[config.mk]
export PLATFORM = sky130hd
export DESIGN_NAME = rtnm_ram
export DESIGN_NICKNAME = d
export VERILOG_FILES = /design/src/sv/rtnm_ram.sv
export SDC_FILE = /design/constraint.sdc
export NUM_CORES = 1
export LEC_CHECK = 0
export CAP_MARGIN = 20
export CORE_ASPECT_RATIO = 0.8
export CORE_MARGIN = 3
export CORE_UTILIZATION = 62
export DETAILED_ROUTE_END_ITERATION = 8
export DONT_BUFFER_PORTS = 1
export HOLD_SLACK_MARGIN = 0.08
export PLACE_DENSITY = 0.76
export SYNTH_ARGS = -nofsm -noshare
export SYNTH_HDL_FRONTEND = slang
export SYNTH_SLANG_ARGS = --single-unit
[constraint.sdc]
create_clock -name clock -period 1.9 [get_ports clock]
set_input_delay 0.19 -clock clock [delete_from_list [all_inputs] [get_ports clock]]
set_output_delay 0.19 -clock clock [all_outputs]
set_load 0.02 [all_outputs]
[src/sv/rtnm_ram.sv]
// ---------------------------------------------------------------------------
// rtnm_ram
// Generic single-port RAM with registered read.
// ---------------------------------------------------------------------------
`default_nettype none
module rtnm_ram #(
   parameter int WIDTH = 8,
   parameter int DEPTH = 16
) (
   input  wire logic                     clock,
   input  wire logic                     we,
   input  wire logic [$clog2(DEPTH)-1:0] addr,
   input  wire logic [WIDTH-1:0]         wdata,
   output logic      [WIDTH-1:0]         rdata
);
   logic [WIDTH-1:0] mem [DEPTH];
   always_ff @(posedge clock) begin
      if (we) begin
         mem[addr] <= wdata;
      end
      rdata <= mem[addr];
   end
endmodule
`default_nettype wire

==> Word level (Yosys, flattened, before mapping) <==
Memory sizes are Yosys's and may differ from the RTL's. A register that Yosys moved wholly into a read port is not among the register bits.
Index checks and enable logic that the tools add are counted.
{ "word_totals": {"register_bits": 0, "ram_bits": 128, "input_bits": 14, "out_inout_bits": 8, "word_cells": 3, "n_memories": 1} }
{ "op_classes": {"n_mux": 2} }
{ "mem_list": {"columns": ["name", "words", "word_bits", "read_ports", "rd_ports_with_merged_regs", "wr", "line", "rtl"], "rows": [
  ["mem", 16, 8, 1, 1, 1, "16", "logic [WIDTH-1:0] mem [DEPTH];"]
]} }
{ "op_table": {"columns": ["op", "n"], "rows": [
  ["1-bit two-way mux", 2]
]} }

==> Logic depth before layout (Yosys ltp) <==
{ "logic_depth": {"ltp_word": 2, "depth_mapped": 5, "depth_no_buf": 3} }

==> Worst setup path after synthesis <==
OpenSTA, ideal clock, no wires.
{ "synth_timing": {"path_type": "input to register", "start": "input port addr[2]", "end": "memory mem[0][0], enable pin", "setup_ns": 0.383, "arrival_ns": 1.300, "t_required_ns": 1.517, "path_slack_ns": 0.217, "cell_stages": 2, "n_path_buf": 0, "cell_sequence": "or3b_2 > nor3_1"} }
{ "synth_rtl": {"columns": ["element", "line", "rtl"], "rows": [
  ["start, declared", "12", "input wire logic [$clog2(DEPTH)-1:0] addr,"],
  ["end, declared", "16", null]
]} }
Straight into the memory's write port.

==> results_dict.tcl <==
set metrics [dict create \
    syn2layout_area_growth_pct 18.1 \
    p_total_mw 6.66 \
    post-cts-setup-buffers 0 \
    worst_ep_required_time_ps 2300 \
    synth-async-reset-ratio_pct 0 \
    finalCritPeriodShare_pct 96.4 \
    crit_path_start_kind "flop" \
    status "finished, final reports clean" \
    synth_compound_area_share_pct 2.37 \
    p_per_area_nw_per_um2 1110 \
    seq_area_frac_synth_pct 79.0 \
    place_congestion 0.818 \
    layout.cells.non_filler 388 \
    antenna_cells 0 \
    yosysTopAreaCell "edfxtp_1" \
    period_minus_slack_ps 1830 \
    fin_skew_ps 5.12 \
    drive_above_1_share_pct 29.7 \
    avgSynthCellArea_um2 22.0 \
    path_max_fanout 1 \
    setup_viol 0 \
    leakage_nw 1.95 \
    synth-simple-area-share_pct 3.21 \
    postSynthCellCount 230 \
    wl_met3_um 1140 \
    cts.clk_slew.worst_paths_ps 60 \
    grt_overflow 0 \
    synth_top_family_by_area "multiplexers" \
    holdCritPathClass "input pin to flop" \
    fin_tns_setup_ps 0 \
    synthTopCellsByArea "edfxtp_1, mux4_2, dfxtp_1" \
    rsz0062_at_grt "false" \
    vias 2517 \
    end_kind "flop" \
    cts_buffers 17 \
    routed_via_density 6.49 \
    dp_hpwl_um 5890 \
    tightest_slew_ps 779 \
    fillers 377 \
    die_area_um2 9300 \
    wl_per_cell_um 25.5 \
    start_util_pct 66.0 \
    regArea_um2 4000 \
    grt_max_degree 37 \
    critPathMaxStageDelay_ps 550 \
    grt_first_pass_wirelength_um 15500 \
    fp.dieW_um 107 \
    routed-wl-met2_um 4710 \
    synth-edff-count 128 \
    r2r_slack_ps 70 \
    h-tree-depth 4 \
    synth-main-ff-cell "edfxtp_1" \
    drt-total-wl_um 9910 \
    synth-xor-area-share_pct 0 \
    top_layer_used "met4" \
    arrival_ps 2230 \
    synth.most_common_cell "edfxtp_1" \
    yosys_register_bits 136 \
    crit_type "flop to flop" \
    io_pins 22 \
    core_um2 7670 \
    synthAdderAreaFrac_pct 0 \
    max_cap_viol_count 0 \
    clockBufferDepth 2 \
    yosysWarnings 0 \
    path_cells "mux4_2 -> a22oi_2 -> nand2_1 -> dlygate4sd3_1" \
    clkSinkCount 136 \
    final_core_util_pct 78.0 \
    hold_viol_final 0 \
    dr.first_iter.drc_count 276 \
    peakVddDrop_mv 0.855 \
    max_freq_mhz 546 \
    port_buffers 0 \
    grt_pass1_vias 2569 \
    wl_met1_um 3890 \
    ys_types 18 \
    synth_common_cells "edfxtp_1, mux4_2, a22oi_1" \
    syn-num-nets 244 \
    rows 28 \
    route.detailed.drc 0 \
    clk_latency_ps 510 \
    placedCellCount 341 \
    multi_input_area_um2 1010 \
    synthesis.area_um2 5070 \
    root_buffer "clkbuf_8" \
    cts_tree "done" \
    drv_slew 0 \
    muxShareOfSynthArea_pct 14.2 \
    first_pass_iters 5 \
    grt_use_total_pct 24.1 \
    antenna_found_initial 0 \
    slew_headroom_pct 47.9 \
    slowest_stage "dlygate4sd3_1" \
    die_y_um 86.9 \
    ant_nets 0 \
    layout.nets 284 \
    yosysTopAreaCellShare_pct 75.9 \
]
## through the flow
stage / instance area [µm²] / worst slack [ps] / hold slack [ps]
after CTS: 5980 / 33.1 / 81.0
after detailed placement: 5270 / 432 / 290
after floorplan: 5070 / 217 / 289
final: 5990 / 69.1 / 103
after global routing: 5990 / 16.1 / 109
after global placement: 5270 / 489 / 290
## sequential cells by signal (all words and copies together) (netlist names)
signal / cells
mem: 128
rdata: 8
## routing by layer
| metal | global-route usage, % | vias to the layer above |
|---|---|---|
| met2 | 36.5 | 155 |
| met3 | 9.27 | 19 |
| met1 | 32.8 | 1302 |
| met4 | 8.59 | 0 |
| li1 | - | 1041 |
| met5 | 0 | - |
## power breakdown
part / internal [mW] / switching (mW) / leakage (nW) / total, mW
logic: 0.134 / 0.166 / 0.474 / 0.299
registers: 3.36 / 0.0464 / 1.22 / 3.40
clock network: 1.73 / 1.22 / 0.254 / 2.95
## repair_timing
action | CTS | global route
setup endpoints to repair | 0 | 1
gates resized for setup | 0 | 1
hold endpoints to repair | 170 | 0
hold buffers | 15 | 0
## cell families (layout without fill, tap and decap cells)
logic type             after synthesis  count (layout)
and+or+nand+nor                     35              35
buffers and inverters               11              64
DFF                                136             136
muxes                               32              32
AOI/OAI and AO/OA                   16              16
## final cells by class
type                            instances  area share, %
Sequential cell                       136           66.9
Multi-Input combinational cell         83           16.8
Clock buffer                           17           6.92
Timing Repair Buffer                   32           4.97
Tap cell                              105           2.19
Clock inverter                         15           2.17
## worst paths after layout
check,start,to,cells past startpoint
worst min-delay path,addr[0],rdata[6],3
worst max register to register,mem[2][0],rdata[0],4
worst max-delay path,mem[2][0],rdata[0],4
worst min register to register,mem[11][2],rdata[2],3
## placed cells by master (no fill, tap or decap)
| cell type | instances |
|---|---|
| a22oi_1 | 15 |
| a22oi_2 | 1 |
| and2_1 | 1 |
| buf_12 | 2 |
| buf_4 | 17 |
| bufinv_16 | 1 |
| clkbuf_16 | 16 |
| clkbuf_8 | 1 |
| clkinv_1 | 1 |
| clkinv_2 | 3 |
| clkinv_4 | 3 |
| clkinvlp_4 | 5 |
| dfxtp_1 | 8 |
| dlygate4sd3_1 | 13 |
| edfxtp_1 | 128 |
| inv_6 | 2 |
| mux4_2 | 32 |
| nand2_1 | 9 |
| nand2b_1 | 2 |
| nand3_1 | 1 |
| nand3b_1 | 2 |
| nor2_1 | 13 |
| nor2b_1 | 2 |
| nor3_1 | 4 |
| or3b_2 | 1 |
## worst max-delay path, delay by kind of cell (launching register included)
kind / cells / cell delay, ps
simple gates: 1 / 70
buf+inv: 1 / 550
compound gates: 1 / 220
mux: 1 / 490
flops: 1 / 390
(Power assumes the default switching activity.)
